File: src/rtl/core/wsenc_pkg.sv
package wsenc_pkg;

	localparam int LEN_W      = 63;
	localparam int KEY_W      = 32;
	localparam int BYTE_W     = 8;
	localparam int IN_TDATA_W = 104;
	localparam int HDR_IDX_W  = 4;

	localparam int LEN_LSB  = 0;
	localparam int KEY_LSB  = LEN_LSB + LEN_W;
	localparam int DATA_LSB = KEY_LSB + KEY_W;

	// Command codes carried on the input tuser bit.
	localparam logic CMD_START   = 1'b0;
	localparam logic CMD_PAYLOAD = 1'b1;

	localparam logic [BYTE_W-1:0] HDR_FIN_TEXT  = 8'h81;
	localparam logic [BYTE_W-1:0] HDR_MASK_BIT  = 8'h80;
	localparam logic [6:0]        LEN_CODE_EXT16 = 7'd126;
	localparam logic [6:0]        LEN_CODE_EXT64 = 7'd127;
	localparam logic [LEN_W-1:0]  LEN_LIMIT_7   = 63'd126;
	localparam logic [LEN_W-1:0]  LEN_LIMIT_16  = 63'd65536;

	// Index of the last header byte and of the first key byte for each length form.
	localparam logic [HDR_IDX_W-1:0] LAST_IDX_7   = 4'd5;
	localparam logic [HDR_IDX_W-1:0] LAST_IDX_16  = 4'd7;
	localparam logic [HDR_IDX_W-1:0] LAST_IDX_64  = 4'd13;
	localparam logic [HDR_IDX_W-1:0] KEY_IDX_7    = 4'd2;
	localparam logic [HDR_IDX_W-1:0] KEY_IDX_16   = 4'd4;
	localparam logic [HDR_IDX_W-1:0] KEY_IDX_64   = 4'd10;
	localparam logic [HDR_IDX_W-1:0] LEN_END_16   = 4'd3;
	localparam logic [HDR_IDX_W-1:0] LEN_END_64   = 4'd9;

	typedef enum logic [1:0] {
		FORM_7,
		FORM_16,
		FORM_64
	} len_form_t;

	typedef enum logic [1:0] {
		EMIT_HDR,
		EMIT_PAY,
		EMIT_ERR
	} emit_t;

	typedef struct packed {
		logic                 out_load;
		emit_t                emit;
		logic                 load_frame;
		logic                 step_payload;
		logic [HDR_IDX_W-1:0] hdr_idx;
		logic                 hdr_last;
	} dp_cmd_t;

	typedef struct packed {
		logic                 frame_open;
		logic [HDR_IDX_W-1:0] hdr_last_idx;
	} dp_status_t;

endpackage

File: src/rtl/core/wsenc_ctrl.sv
module wsenc_ctrl (
	input  logic                   clk,
	input  logic                   arst_n,
	input  logic                   in_valid,
	input  logic                   in_cmd,
	input  logic                   out_ready,
	input  wsenc_pkg::dp_status_t  status,
	output logic                   in_ready,
	output logic                   out_valid,
	output wsenc_pkg::dp_cmd_t     cmd
);
	import wsenc_pkg::*;

	typedef enum logic {
		ST_IDLE,
		ST_HDR
	} state_t;

	state_t               state_q;
	logic [HDR_IDX_W-1:0] hdr_idx_q;
	logic                 out_valid_q;
	logic                 out_free;
	logic                 accept;

	assign out_free  = !out_valid_q || out_ready;
	assign in_ready  = (state_q == ST_IDLE) && out_free;
	assign accept    = in_valid && in_ready;
	assign out_valid = out_valid_q;

	always_comb begin
		cmd              = '0;
		cmd.emit         = EMIT_ERR;
		if (accept) begin
			cmd.out_load = 1'b1;
			if (in_cmd == CMD_START) begin
				if (!status.frame_open) begin
					cmd.load_frame = 1'b1;
					cmd.emit       = EMIT_HDR;
				end
			end else if (status.frame_open) begin
				cmd.step_payload = 1'b1;
				cmd.emit         = EMIT_PAY;
			end
		end else if (state_q == ST_HDR && out_free) begin
			cmd.out_load = 1'b1;
			cmd.emit     = EMIT_HDR;
			cmd.hdr_idx  = hdr_idx_q;
			cmd.hdr_last = (hdr_idx_q == status.hdr_last_idx);
		end
	end

	always_ff @(posedge clk or negedge arst_n) begin
		if (!arst_n) begin
			state_q     <= ST_IDLE;
			hdr_idx_q   <= '0;
			out_valid_q <= 1'b0;
		end else begin
			if (cmd.out_load) begin
				out_valid_q <= 1'b1;
			end else if (out_ready) begin
				out_valid_q <= 1'b0;
			end
			case (state_q)
				ST_IDLE: begin
					if (cmd.load_frame) begin
						state_q   <= ST_HDR;
						hdr_idx_q <= HDR_IDX_W'(1);
					end
				end
				ST_HDR: begin
					if (cmd.out_load) begin
						if (cmd.hdr_last) begin
							state_q <= ST_IDLE;
						end else begin
							hdr_idx_q <= hdr_idx_q + HDR_IDX_W'(1);
						end
					end
				end
				default: begin
					state_q <= ST_IDLE;
				end
			endcase
		end
	end

`ifndef SYNTHESIS
	a_no_accept_in_hdr: assert property (@(posedge clk) disable iff (!arst_n)
		(state_q == ST_HDR) |-> !in_ready)
		else $error("input taken while a header is being sent");

	a_load_sets_valid: assert property (@(posedge clk) disable iff (!arst_n)
		cmd.out_load |=> out_valid_q)
		else $error("output register loaded but not marked valid");

	a_hdr_idx_bound: assert property (@(posedge clk) disable iff (!arst_n)
		(state_q == ST_HDR) |-> (hdr_idx_q <= status.hdr_last_idx))
		else $error("header index ran past the last header byte");

	a_hdr_entry: assert property (@(posedge clk) disable iff (!arst_n)
		$rose(state_q == ST_HDR) |-> $past(cmd.load_frame))
		else $error("header started without a start item");
`endif

endmodule

File: src/rtl/core/wsenc_dp.sv
module wsenc_dp (
	input  logic                          clk,
	input  logic                          arst_n,
	input  wsenc_pkg::dp_cmd_t            cmd,
	input  logic [wsenc_pkg::LEN_W-1:0]   in_len,
	input  logic [wsenc_pkg::KEY_W-1:0]   in_key,
	input  logic [wsenc_pkg::BYTE_W-1:0]  in_data,
	output wsenc_pkg::dp_status_t         status,
	output logic [wsenc_pkg::BYTE_W-1:0]  out_byte,
	output logic                          out_eof,
	output logic                          out_eor,
	output logic                          out_err
);
	import wsenc_pkg::*;

	logic [LEN_W-1:0]     rem_q;
	logic [KEY_W-1:0]     key_q;
	logic [1:0]           phase_q;
	logic                 frame_open_q;
	len_form_t            form_q;
	len_form_t            form_in;

	logic [BYTE_W-1:0]    byte_q;
	logic                 eof_q;
	logic                 eor_q;
	logic                 err_q;

	logic [HDR_IDX_W-1:0] key_idx;
	logic [HDR_IDX_W-1:0] len_end;
	logic [HDR_IDX_W-1:0] last_idx;
	logic [HDR_IDX_W-1:0] key_off;
	logic [HDR_IDX_W-1:0] len_off;
	logic [63:0]          len64;
	logic [BYTE_W-1:0]    hdr_byte;
	logic [BYTE_W-1:0]    pay_byte;
	logic                 pay_last;
	logic [BYTE_W-1:0]    nxt_byte;
	logic                 nxt_eof;
	logic                 nxt_eor;
	logic                 nxt_err;

	always_comb begin
		if (in_len < LEN_LIMIT_7) begin
			form_in = FORM_7;
		end else if (in_len < LEN_LIMIT_16) begin
			form_in = FORM_16;
		end else begin
			form_in = FORM_64;
		end
	end

	always_comb begin
		case (form_q)
			FORM_7: begin
				key_idx  = KEY_IDX_7;
				len_end  = KEY_IDX_7;
				last_idx = LAST_IDX_7;
			end
			FORM_16: begin
				key_idx  = KEY_IDX_16;
				len_end  = LEN_END_16;
				last_idx = LAST_IDX_16;
			end
			default: begin
				key_idx  = KEY_IDX_64;
				len_end  = LEN_END_64;
				last_idx = LAST_IDX_64;
			end
		endcase
	end

	assign status.hdr_last_idx = last_idx;
	assign status.frame_open   = frame_open_q;

	// Length and key bytes go out most significant first, so the byte number
	// counts down from the end of each field.
	assign len64   = {1'b0, rem_q};
	assign key_off = cmd.hdr_idx - key_idx;
	assign len_off = len_end - cmd.hdr_idx;

	always_comb begin
		if (cmd.hdr_idx == '0) begin
			hdr_byte = HDR_FIN_TEXT;
		end else if (cmd.hdr_idx == HDR_IDX_W'(1)) begin
			case (form_q)
				FORM_7:  hdr_byte = HDR_MASK_BIT | {1'b0, rem_q[6:0]};
				FORM_16: hdr_byte = HDR_MASK_BIT | {1'b0, LEN_CODE_EXT16};
				default: hdr_byte = HDR_MASK_BIT | {1'b0, LEN_CODE_EXT64};
			endcase
		end else if (cmd.hdr_idx >= key_idx) begin
			hdr_byte = key_q[(2'd3 - key_off[1:0]) * BYTE_W +: BYTE_W];
		end else begin
			hdr_byte = len64[len_off[2:0] * BYTE_W +: BYTE_W];
		end
	end

	assign pay_byte = in_data ^ key_q[(2'd3 - phase_q) * BYTE_W +: BYTE_W];
	assign pay_last = (rem_q == LEN_W'(1));

	always_comb begin
		case (cmd.emit)
			EMIT_HDR: begin
				nxt_byte = hdr_byte;
				nxt_eof  = cmd.hdr_last && !frame_open_q;
				nxt_eor  = cmd.hdr_last;
				nxt_err  = 1'b0;
			end
			EMIT_PAY: begin
				nxt_byte = pay_byte;
				nxt_eof  = pay_last;
				nxt_eor  = 1'b1;
				nxt_err  = 1'b0;
			end
			default: begin
				nxt_byte = '0;
				nxt_eof  = 1'b0;
				nxt_eor  = 1'b1;
				nxt_err  = 1'b1;
			end
		endcase
	end

	always_ff @(posedge clk or negedge arst_n) begin
		if (!arst_n) begin
			rem_q        <= '0;
			key_q        <= '0;
			phase_q      <= '0;
			frame_open_q <= 1'b0;
			form_q       <= FORM_7;
		end else begin
			if (cmd.load_frame) begin
				rem_q        <= in_len;
				key_q        <= in_key;
				phase_q      <= '0;
				frame_open_q <= (in_len != '0);
				form_q       <= form_in;
			end else if (cmd.step_payload) begin
				rem_q        <= rem_q - LEN_W'(1);
				phase_q      <= phase_q + 2'd1;
				frame_open_q <= !pay_last;
			end
		end
	end

	always_ff @(posedge clk) begin
		if (cmd.out_load) begin
			byte_q <= nxt_byte;
			eof_q  <= nxt_eof;
			eor_q  <= nxt_eor;
			err_q  <= nxt_err;
		end
	end

	assign out_byte = byte_q;
	assign out_eof  = eof_q;
	assign out_eor  = eor_q;
	assign out_err  = err_q;

endmodule

File: src/rtl/core/websocket_client_frame_encoder_unit.sv
// Client-side WebSocket text frame encoder with masking.
// Input items on s_axis: tuser selects the command (start or payload byte);
// a start item carries the payload length and the mask key, a payload item
// one raw data byte. Output items on m_axis are the bytes of the frame.
// A start item produces the header run: 0x81, the mask bit with the length
// in 7-bit, 16-bit or 64-bit form, then the four key bytes, which is 6, 8
// or 14 output items at one per cycle while the receiver takes them. The
// input is not ready while the header goes out, until its last byte is
// loaded; each payload byte gives one output item, so payload streams at
// one item per cycle while the receiver takes them. The first output item
// is valid in the cycle after acceptance, as the output register is loaded on acceptance.
// An out-of-sequence item gives a single item with the error flag and
// otherwise leaves the frame state alone.
// If the receiver stalls, the output register holds its item and the input
// stays ready only while that item is being taken in the same cycle.
// Reset clears the frame state: no frame is open and no output is pending.
module websocket_client_frame_encoder_unit (
	input  logic         clk,
	input  logic         arst_n,
	input  logic         s_axis_tvalid,
	output logic         s_axis_tready,
	// payload_length [62:0], masking key [94:63], data_byte [102:95], zero [103]
	input  logic [103:0] s_axis_tdata,
	// command [0]
	input  logic         s_axis_tuser,
	output logic         m_axis_tvalid,
	input  logic         m_axis_tready,
	// out_byte [7:0]
	output logic [7:0]   m_axis_tdata,
	output logic         m_axis_tlast,
	// end_of_run [0], protocol_error [1]
	output logic [1:0]   m_axis_tuser
);
	import wsenc_pkg::*;

	dp_cmd_t    cmd;
	dp_status_t status;
	logic       eor;
	logic       err;

	wsenc_ctrl u_ctrl (
		.clk       (clk),
		.arst_n    (arst_n),
		.in_valid  (s_axis_tvalid),
		.in_cmd    (s_axis_tuser),
		.out_ready (m_axis_tready),
		.status    (status),
		.in_ready  (s_axis_tready),
		.out_valid (m_axis_tvalid),
		.cmd       (cmd)
	);

	wsenc_dp u_dp (
		.clk      (clk),
		.arst_n   (arst_n),
		.cmd      (cmd),
		.in_len   (s_axis_tdata[LEN_LSB +: LEN_W]),
		.in_key   (s_axis_tdata[KEY_LSB +: KEY_W]),
		.in_data  (s_axis_tdata[DATA_LSB +: BYTE_W]),
		.status   (status),
		.out_byte (m_axis_tdata),
		.out_eof  (m_axis_tlast),
		.out_eor  (eor),
		.out_err  (err)
	);

	assign m_axis_tuser = {err, eor};

endmodule
File: config.mk
export PLATFORM = sky130hd
export DESIGN_NAME = websocket_client_frame_encoder_unit
export DESIGN_NICKNAME = d
export VERILOG_FILES = /design/src/rtl/core/wsenc_pkg.sv /design/src/rtl/core/wsenc_ctrl.sv /design/src/rtl/core/wsenc_dp.sv /design/src/rtl/core/websocket_client_frame_encoder_unit.sv
export SDC_FILE = /design/constraint.sdc
export NUM_CORES = 1
export LEC_CHECK = 0
export BUFFER_PORTS_ARGS = -buffer_cell sky130_fd_sc_hd__buf_2
export CAP_MARGIN = 10
export CORE_UTILIZATION = 30
export DETAILED_ROUTE_END_ITERATION = 7
export GPL_TIMING_DRIVEN = 0
export REMOVE_ABC_BUFFERS = 1
export SYNTH_ARGS = -nofsm -noshare
export SYNTH_HDL_FRONTEND = slang
export SYNTH_SLANG_ARGS = --single-unit
File: constraint.sdc
create_clock -name clk -period 5.54 [get_ports clk]
set_clock_uncertainty 0.2 [all_clocks]
set_input_delay 0.831 -clock clk [delete_from_list [all_inputs] [get_ports clk]]
set_output_delay 0.831 -clock clk [all_outputs]
set_load 0.005 [all_outputs]
### Word-level counts from Yosys, hierarchy flattened

Cells that the tools add are included.

| word-level totals | value |
|---|---|
| bits in registers | 117 |
| input bits | 109 |
| output and inout bits | 13 |
| logic and storage cells | 90 |

| operators by class | value |
|---|---|
| $add $sub $neg | 7 |
| magnitude comparators | 3 |
| equal/unequal tests | 8 |
| shifts and indexed selects | 3 |
| multiplexer cells | 39 |
| bitwise logic cells | 2 |
| reduce and logical (&&, ||, !) cells | 16 |

Operators with widths:

| operator | number |
|---|---|
| 63-bit 2-to-1 mux | 2 |
| 32-bit by 33-bit indexed part select with 8-bit output | 2 |
| 64-bit by 7-bit indexed part select with 8-bit output | 1 |
| 63-bit by 1-bit equality test with 1-bit output, second input constant | 1 |
| 63-bit by 17-bit less-than comparator with 1-bit output, second input constant | 1 |
| 63-bit by 7-bit less-than comparator with 1-bit output, second input constant | 1 |
| 63-bit nonzero test | 1 |
| 63-bit by 1-bit subtractor with 63-bit output, second input constant | 1 |
| 8-bit 2-to-1 mux | 3 |
| 4-bit one-hot mux with 2 select lines | 3 |
| 8-bit one-hot mux with 2 select lines | 1 |
| 2-bit 2-to-1 mux | 7 |
| 7-bit one-hot mux with 2 select lines | 1 |
| 4-bit 2-to-1 mux | 3 |
| 1-bit 2-to-1 mux | 11 |
| 5-bit 2-to-1 mux | 2 |
| 3-bit 2-to-1 mux | 3 |
| 8-bit XOR | 1 |
| 2-bit inequality test, second input constant | 3 |
| 2-bit by 2-bit subtractor with 3-bit output, first input constant | 2 |
| 4-bit by 1-bit adder with 4-bit output, second input constant | 1 |
| 2-bit by 1-bit equality test with 1-bit output, second input constant | 2 |
| 4-bit by 1-bit equality test with 1-bit output, second input constant | 1 |
| 4-bit equality test | 1 |
| 15 further kinds | 23 |

### Depth between registers and ports, before layout

Gate-level depths: netlist of run 1.

| logic depth | value |
|---|---|
| depth after elaboration | 12 |
| gate-level depth with buffers | 15 |
| gate-level depth less buffers | 11 |

### Hierarchy

A second synthesis of run 1 with hierarchy kept.

| unflattened totals | value |
|---|---|
| cell total of the unflattened synthesis | 742 |
| area, all modules | 7422.1 µm² |

Modules (own cells, without submodules):

| module | times used | cells an instance | area an instance (µm²) | sequential area each (µm²) |
|---|---|---|---|---|
| wsenc_dp | 1 | 689 | 6966.7 | 2832.7 |
| wsenc_ctrl | 1 | 51 | 440.4 | 150.1 |
| websocket_client_frame_encoder_unit | 1 | 2 | 15.0 | 0.0 |

### Least setup slack after synthesis of run 1

No wires, ideal clock.

| path | value |
|---|---|
| path type | input to register |
| start point | in m_axis_tready |
| end point | reg u_dp.byte_q[4] (netlist: u_dp.out_byte[4]) (data pin) |
| library setup time | 256 ps |
| data arrival time | 3300 ps |
| data required time | 5084 ps |
| slack | 1784 ps |
| stages on the path | 12 |
| buffers on the path | 3 |
| cell sequence | nand2b_1 -> nand2_1 -> inv_2 -> buf_2 -> ha_1 -> fa_1 -> clkbuf_1 -> clkbuf_1 -> nand2_1 -> o211ai_1 -> o211ai_1 -> a22o_1 |

| between the ends | value |
|---|---|
| longest elaborated chain between the ends | 11 |
| elaborated cells between the ends (all ways) | 22 |
| classes of those cells | 3 x add/sub; 1 x order compare; 2 x eq/ne; 2 x shift; 8 x mux; 6 x reduce/logical |

Ends and longest elaborated chain:

| item | line | RTL |
|---|---|---|
| from (decl) | websocket_client_frame_encoder_unit.sv:27 | `input logic m_axis_tready,` |
| 1-bit logical OR (*) | wsenc_ctrl.sv:25 | `assign out_free = !out_valid_q \|\| out_ready;` |
| 1-bit logical AND (on tied branches) | wsenc_ctrl.sv:44, wsenc_ctrl.sv:26 |  |
| 5-bit 2-to-1 mux / 1-bit logical AND (equally long branches) | wsenc_ctrl.sv:44, wsenc_ctrl.sv:27 |  |
| 5-bit 2-to-1 mux | wsenc_ctrl.sv:33 | `if (accept) begin` |
| 2-bit subtractor | wsenc_dp.sv:78 | `assign key_off = cmd.hdr_idx - key_idx;` |
| 2-bit by 2-bit subtractor with 3-bit output | wsenc_dp.sv:91 | `hdr_byte = key_q[(2'd3 - key_off[1:0]) * BYTE_W +: BYTE_W];` |
| 32-bit by 33-bit indexed part select with 8-bit output | wsenc_dp.sv:91 |  |
| 8-bit 2-to-1 mux | wsenc_dp.sv:90 | `end else if (cmd.hdr_idx >= key_idx) begin` |
| 8-bit 2-to-1 mux | wsenc_dp.sv:84 | `end else if (cmd.hdr_idx == HDR_IDX_W'(1)) begin` |
| 8-bit 2-to-1 mux | wsenc_dp.sv:82 | `if (cmd.hdr_idx == '0) begin` |
| 8-bit one-hot mux with 2 select lines (*) | wsenc_dp.sv:101 | `case (cmd.emit)` |
| named net u_dp.nxt_byte[4] | wsenc_dp.sv:37 | `logic [BYTE_W-1:0] nxt_byte;` |
| to (signal assigned) | wsenc_dp.sv:147 | `byte_q <= nxt_byte;` |
| to (decl) | wsenc_dp.sv:23 | `logic [BYTE_W-1:0] byte_q;` |

The timed path passes the listed nets; every way through them passes the cells marked *.
A chain may end at the register's enable or synchronous reset.

### Worst setup path after layout of run 1

| path | value |
|---|---|
| start point | in m_axis_tready |
| end point | reg u_dp.byte_q[7] (netlist: u_dp.out_byte[7]) (data pin) |

The elaborated chain is that of the path after synthesis.

==> reports/results.md, run 1 <==
* 0.912 — gpl congestion
* 0 — Yosys warnings
* 7,627 — number of global-route vias before repair
* 59 — number of core rows
* false — RSZ-0062 raised after global routing
* 556 nW/um^2 — cell area power density
* finished, final reports clean — status
* 165 um — horizontal die dimension
* 6 — length of the first detailed-routing pass in iterations
* 0 — number of nets with antenna violations after routing
* 31.2% — worst-case headroom to the max-slew limit
* dfrtp_1, nand2_1, mux4_2 — largest cells by area after synthesis
* 7,910 — overall via count from detail_route
* 0 — DRC violations left
* 2 — critical path buffer and inverter count
* 120 — number of buffers inserted by port buffering
* 122 — IO Pins
* 1,118 — final net count
* flop — Critical Path Sink Type
* 20.7 um — DR WL/cell
* 0 — cts-stage hold buffer count
* 165 um — die height
* 0.284 ns — min setup slack post-route
* 37.6% — sequential-to-total area share from yosys stat
* 94.9% — Period Utilization, post-route
* 190 MHz — achievable frequency
* dfrtp_1 — post-synthesis cell type with the largest combined area
* input port — crit path launch type
* 18.8% — synthesized-area fraction occupied by ao, oa, aoi and oai cells
* fa_2 — slowest library cell on the worst path
* 77 — maximum number of pins on one net before global-route repair
* simple AND/OR/NAND/NOR gates — combinational family with the most area after synthesis
* dfrtp_1 — leading register cell type out of synthesis
* 0 — number of maximum-capacitance constraint violations
* 43.9 mm — global-route wire length before repair
* 5.86 — detail-routed via count per cell
* 4 — Clock H-tree levels
* 0 — setup violation total in the final timing report
* 20.3% — share of final-layout standard cells stronger than drive strength 1
* clkbuf_16 — buffer type at the clock tree root
* 5.26 ns — min Tclk post-route
* input port to flop — critical path start-end classification
* 0 ns — setup total negative slack
* 0 — overflow left after global routing
* 0.95 ns — biggest cell delay along the critical path
* 0.43 ns — later-pin clock latency in the skew report
* 21.3% — total routing usage reported by global routing
* 19.0% — layout overhead on the synthesized area
* 3.89 nW — leakage power of the design
* 90.6% — FFs w/ async S/R, synth
* 2.32% — xor/xnor cell area share of the yosys netlist
* 1.67% — fraction of the mapped netlist area in adder cells
* 7920 sq um — area of the mapped netlist
* input port to asynchronous set/reset pin — Hold Path Class
* nand2_1, buf_2, dfrtp_1 — commonest cells after routing, fill and taps aside
* nand2_1 — most common library cell in the layout ignoring fill and taps
* 27.9 mm — total detailed-routing wirelength
* 0 — number of endpoints with negative hold slack in the final report
* 33.2% — met2 GRT Util
* 20.1 mm — post-detail-place hpwl
* 923 — number of instances in the synthesized netlist
* 5.28 ns — endpoint arrival time on the critical path
* -0.378 ns — post-placement setup slack
* met2 — GR peak layer
* 11 — number of flops mapped to enable cells by yosys
* 0.00524 W — overall power after layout
* 2 — number of buffers on the longest clock path
* 0 — Setup Fix Bufs, Post-CTS
* 0.06 ns — post-CTS clock slew at the launch and capture registers of the worst setup and hold paths
* 8.58 sq um — synthesized area per cell
* 1.03 ns — transition time at the pin with the least slew margin
* 0.270 mV — Max IR drop VDD
* 67 — Cell variety after synth
* buf_2 > nand2b_1 > nand2_1 > inv_2 > ha_1 > fa_2 > a211oi_1 > a2111oi_0 > o22ai_1 > a221oi_1 — critical path, cell by cell
* 2,737 — fill count
* done — TritonCTS clock tree
* compound AO/OA/AOI/OAI gates — cell type group with the largest total delay on the critical path
* 30 — maximum fanout count along the critical path
* 117 — total number of clock tree sinks
* 26.9% — simple-gate area share of the yosys netlist
* 4.62% — met3 usage
* 735 — first-iteration detailed-routing DRC count
* 26,000 sq um — core region area
* 117 — number of synthesized register bits
* 28.2% — met1 track utilization from global routing
* 33.5% — post-synth top area share
* 5.56 ns — Data required, critical path
* 30.5% — starting density of the core
* 8.29% — portion of netlist area occupied by mux cells
* 17 — Inserted Clock Buffers
* 27,100 sq um — Die Area
* 2 — initial antenna violation count
* 0 — final number of max-transition violations
## kinds of logic after synthesis
logic type / count (synthesis)
adder cells (fa/ha/maj): 10
AO/OA/AOI/OAI: 214
flip-flops: 117
AND/OR/NAND/NOR: 437
multiplexers: 38
XOR/XNOR: 21
buffers and inverters: 86
## layout make-up
type                       instances  area [sq um]  area share (%)
tap                              335           419            4.45
antenna                            2          5.00          0.0531
clock buffer                      17           425            4.51
timing repair buffer             129           787            8.35
inverter                          14          52.6           0.557
clock inverter                    15           131            1.39
multi-input combinational        720          4630            49.1
sequential                       117          2980            31.6
## worst paths after layout
path / start / slack (ns) / endpoint / cells past startpoint
min: arst_n / 0.09 / u_dp.key_q[31] / 1
max: m_axis_tready / 0.28 / u_dp.out_byte[7] / 10
max in group asynchronous: arst_n / 4.32 / u_ctrl.hdr_idx_q[2] / 2
max reg2reg: u_ctrl.out_valid / 0.50 / u_dp.out_byte[7] / 8
min in group clk: u_dp.key_q[18] / 0.30 / u_dp.key_q[18] / 2
min reg2reg: u_dp.key_q[18] / 0.30 / u_dp.key_q[18] / 2
## registers in the layout, indices dropped and copies added, names as in the netlist
signal             flops
u_ctrl.hdr_idx_q       4
u_ctrl.out_valid       1
u_ctrl.state_q         1
u_dp.form_q            2
u_dp.frame_open_q      1
u_dp.key_q            32
u_dp.out_byte          8
u_dp.out_eof           1
u_dp.out_eor           1
u_dp.out_err           1
u_dp.phase_q           2
u_dp.rem_q            63
## report_power, final
group | internal [W] | total [W] | switching (W)
registers | 0.00126 | 0.00183 | 0.000563
clock network | 0.000618 | 0.00107 | 0.000447
logic | 0.00102 | 0.00235 | 0.00133
total | 0.00290 | 0.00524 | 0.00234
## metal layers
metal | wire [um] | up-vias
li1 | - | 3639
met1 | 11800 | 3870
met2 | 13200 | 338
met3 | 1920 | 63
met4 | 952 | 0
met5 | 0 | -
## per-stage QoR
stage / cell area (sq um) / util (%) / hold slack, ns / std cells
after CTS: 9420 / 36.3 / 0.0863 / 1347
after detailed placement: 8860 / 34.1 / 0.288 / 1315
final: 9430 / 36.3 / 0.0920 / 1349
after global routing: 9430 / 36.3 / 0.0979 / 1348
after global placement: 8650 / 33.3 / 0.277 / 1306
after floorplan: 7630 / - / 0.257 / 851
## worst reg2reg max path, stage by stage (launching register included)
cell and delay, ns:
dfrtp_1 0.39, nand2b_1 0.67, nand2_1 0.58, inv_2 0.59
ha_1 0.87, a211oi_1 0.25, a2111oi_0 0.78, o22ai_1 0.19
a221oi_1 0.34
## timing repair
action | CTS | global route
endpoints found under the hold margin | 0 | 0
endpoints found under the setup margin | 0 | 2
resized for setup | 0 | 1
## Yosys cell counts (13+ instances only)
| master | n |
|---|---|
| o311ai_0 | 16 |
| nor3_1 | 41 |
| clkbuf_1 | 62 |
| a22oi_1 | 19 |
| a21oi_1 | 27 |
| a221o_1 | 18 |
| nand2_1 | 197 |
| nand3_1 | 31 |
| and3_1 | 13 |
| mux4_2 | 22 |
| o21ai_0 | 53 |
| or4_1 | 14 |
| dfrtp_1 | 106 |
| inv_1 | 13 |
| o211ai_1 | 19 |
| mux2i_1 | 15 |
| nand4_1 | 17 |
| or3_1 | 15 |
| nor4_1 | 27 |
| nor2_1 | 37 |
Power figures use the tool's default switching activity.
==> run 2, diff against run 1 <==
--- a/config.mk
+++ b/config.mk
@@ -7,9 +7,13 @@
 export LEC_CHECK = 0
 export BUFFER_PORTS_ARGS = -buffer_cell sky130_fd_sc_hd__buf_2
 export CAP_MARGIN = 10
+export CELL_PAD_IN_SITES_DETAIL_PLACEMENT = 2
+export CELL_PAD_IN_SITES_GLOBAL_PLACEMENT = 2
 export CORE_UTILIZATION = 30
 export DETAILED_ROUTE_END_ITERATION = 7
 export GPL_TIMING_DRIVEN = 0
+export PLACE_DENSITY = 0.73
+export RECOVER_POWER = 50
 export REMOVE_ABC_BUFFERS = 1
 export SYNTH_ARGS = -nofsm -noshare
 export SYNTH_HDL_FRONTEND = slang
==> run 2 against run 1 <==
Net effect: the flow now finishes with violations (capacitance limit, slew limit); register-to-register slack got worse by 0.19 ns; fmax is 0.30% lower; global-route usage up 3.7 points; hold slack improved by 0.21 ns; critical path depth stayed put; count of clock-buffer cells in the layout increased by 1; via count grew 2.9%; setup slack got worse by 0.016 ns; die area unchanged; wire length is 16% higher; largest cell class unchanged; power grew 3.9%; combinational power is 4% higher.
==> reports/results.md, run 2 (synthesized netlist as in run 1, its figures left out) <==
* complete, but fails checks — status
* capacitance limit, slew limit — violated checks
* 30 — maximum fanout count along the critical path
* 190 MHz — achievable frequency
* 20.9% — Clk network pwr share
* clkbuf_1 > nand2b_2 > nand2_1 > inv_2 > ha_2 > fa_2 > a211oi_1 > a2111oi_0 > o22ai_1 > a221oi_1 — critical path, cell by cell
* 3.85 nW — leakage power of the design
* 2 — number of maximum-capacitance constraint violations
* 32.5 mm — total detailed-routing wirelength
* 120 — number of buffers inserted by port buffering
* 0 — number of endpoints with negative hold slack in the final report
* 0 — number of nets with antenna violations after routing
* compound AO/OA/AOI/OAI gates — cell type group with the largest total delay on the critical path
* 0.00251 W — NetSw
* 24.2 um — DR WL/cell
* input port — crit path launch type
* 579 nW/um^2 — cell area power density
* 0 — cts-stage hold buffer count
* false — RSZ-0062 raised after global routing
* flop to flop — Hold Path Class
* 0.246 mV — Max IR drop VDD
* 34.4% — share of total power in sequential cells
* 46.1% — Sw Share
* 26,000 sq um — core region area
* 18.7% — layout overhead on the synthesized area
* 63 — number of flip-flops in the largest register
* 0.00293 W — internal cell power
* 5.30 ns — endpoint arrival time on the critical path
* 5 — length of the first detailed-routing pass in iterations
* 6.05 — detail-routed via count per cell
* nand2_1 — most common library cell in the layout ignoring fill and taps
* 23.3 mm — post-detail-place hpwl
* 27,100 sq um — Die Area
* 117 — total number of clock tree sinks
* -72.8% — worst-case headroom to the max-slew limit
* 165 um — die height
* input port to flop — critical path start-end classification
* 44.7% — Gate power share
* 59 — number of core rows
* 2 — critical path buffer and inverter count
* u_dp.rem_q — register ranked first by flip-flop count
* 0.00544 W — overall power after layout
* 2.59 ns — transition time at the pin with the least slew margin
* 0 — DRC violations left
* 0.820 — gpl congestion
* 5.57 ns — Data required, critical path
* 24.9% — total routing usage reported by global routing
* 30.5% — starting density of the core
* 0.96 ns — biggest cell delay along the critical path
* 65 — maximum number of pins on one net before global-route repair
* 165 um — horizontal die dimension
* 0 — ANT cells
* clkbuf_16 — buffer type at the clock tree root
* 460 — first-iteration detailed-routing DRC count
* 8860 sq um — placed standard-cell area
* flop — Critical Path Sink Type
* 17 — Inserted Clock Buffers
* 8,142 — overall via count from detail_route
* 1,117 — final net count
* 122 — IO Pins
* 4 — Clock H-tree levels
* 36.2% — Final Core Density
* 109 — final number of max-transition violations
* 1 — initial antenna violation count
* 5.27 ns — min Tclk post-route
* 0 — overflow left after global routing
* 0 — setup violation total in the final timing report
* 50.6 mm — global-route wire length before repair
* 8,584 — number of global-route vias before repair
* 95.2% — Period Utilization, post-route
* 9410 sq um — Layout Cell Area excl Fill
* fa_2 — slowest library cell on the worst path
* 0.43 ns — later-pin clock latency in the skew report
* 0 — Setup Fix Bufs, Post-CTS
* 0.06 ns — post-CTS clock slew at the launch and capture registers of the worst setup and hold paths
* 2 — number of buffers on the longest clock path
* 19.1% — share of final-layout standard cells stronger than drive strength 1
* nand2_1, dfrtp_1, buf_2 — commonest cells after routing, fill and taps aside
* done — TritonCTS clock tree
run 2: cell types whose count changed in the layout (fill, tap and decap cells not counted), sizes merged:
cell      delta
buf         -16
clkbuf      +16
clkinv       -2
clkinvlp     -3
diode        -2
inv          +4
run 2: power groups by stage:
stage / Clock, W / Combinational [W] / Sequential (W)
after floorplan: 0 / 0.00168 / 0.00160
final: 0.00114 / 0.00244 / 0.00187
after global placement: 0 / 0.00231 / 0.00184
after CTS: 0.00115 / 0.00244 / 0.00186
after detailed placement: 0 / 0.00241 / 0.00186
after global routing: 0.00119 / 0.00266 / 0.00193
run 2: path summary, 6_finish.rpt:
check                      slack (ns)  cells past startpoint            from          endpoint
hold reg to reg                  0.30                      2  u_dp.key_q[20]    u_dp.key_q[20]
max in group asynchronous        1.29                      2          arst_n    u_dp.key_q[26]
setup reg to reg                 0.31                     10  u_ctrl.state_q  u_dp.out_byte[7]
min in group asynchronous        1.01                      1          arst_n    u_dp.rem_q[19]
hold / removal                   0.30                      2  u_dp.key_q[20]    u_dp.key_q[20]
setup / recovery                 0.27                     10   m_axis_tready  u_dp.out_byte[7]
run 2: worst reg2reg max path, delay by kind of cell (launching register included):
kind / cells / cell delay (ns)
buf+inv: 1 / 0.57
compound gates: 4 / 1.56
simple gates: 3 / 1.14
flops: 1 / 0.60
fa+ha+maj: 2 / 0.98
run 2: through the flow:
step	worst slack, ns	setup TNS [ns]	std cells	hold slack [ns]
after floorplan	-1.34	-38.26	851	0.257
after global placement	-7.90	-416.11	1306	0.273
after detailed placement	-0.672	-1.44	1314	0.295
after CTS	0.0819	0	1346	0.146
after global routing	0.0937	0	1346	0.334
final	0.268	0	1346	0.305
run 2: cell type report:
type,count,area [sq um]
inverters,14,52.6
well taps,335,419
repair buffers,128,733
clock buffers,18,450
fillers,2958,16600
flip-flops and latches,117,2980
clock inverters,14,138
multi-input cells,720,4630
run 2: what timing repair did:
action,CTS,global route
resized for setup,1,2
hold endpoints to repair,0,0
setup endpoints to repair,1,1
run 2: per-layer routing:
layer | up-vias | track usage (%) | part of all wire (%)
li1 | 3634 | - | -
met1 | 4230 | 33.4 | 45
met2 | 238 | 41.1 | 48
met3 | 40 | 3.47 | 4.2
met4 | 0 | 8.30 | 2.2
met5 | - | 0 | 0
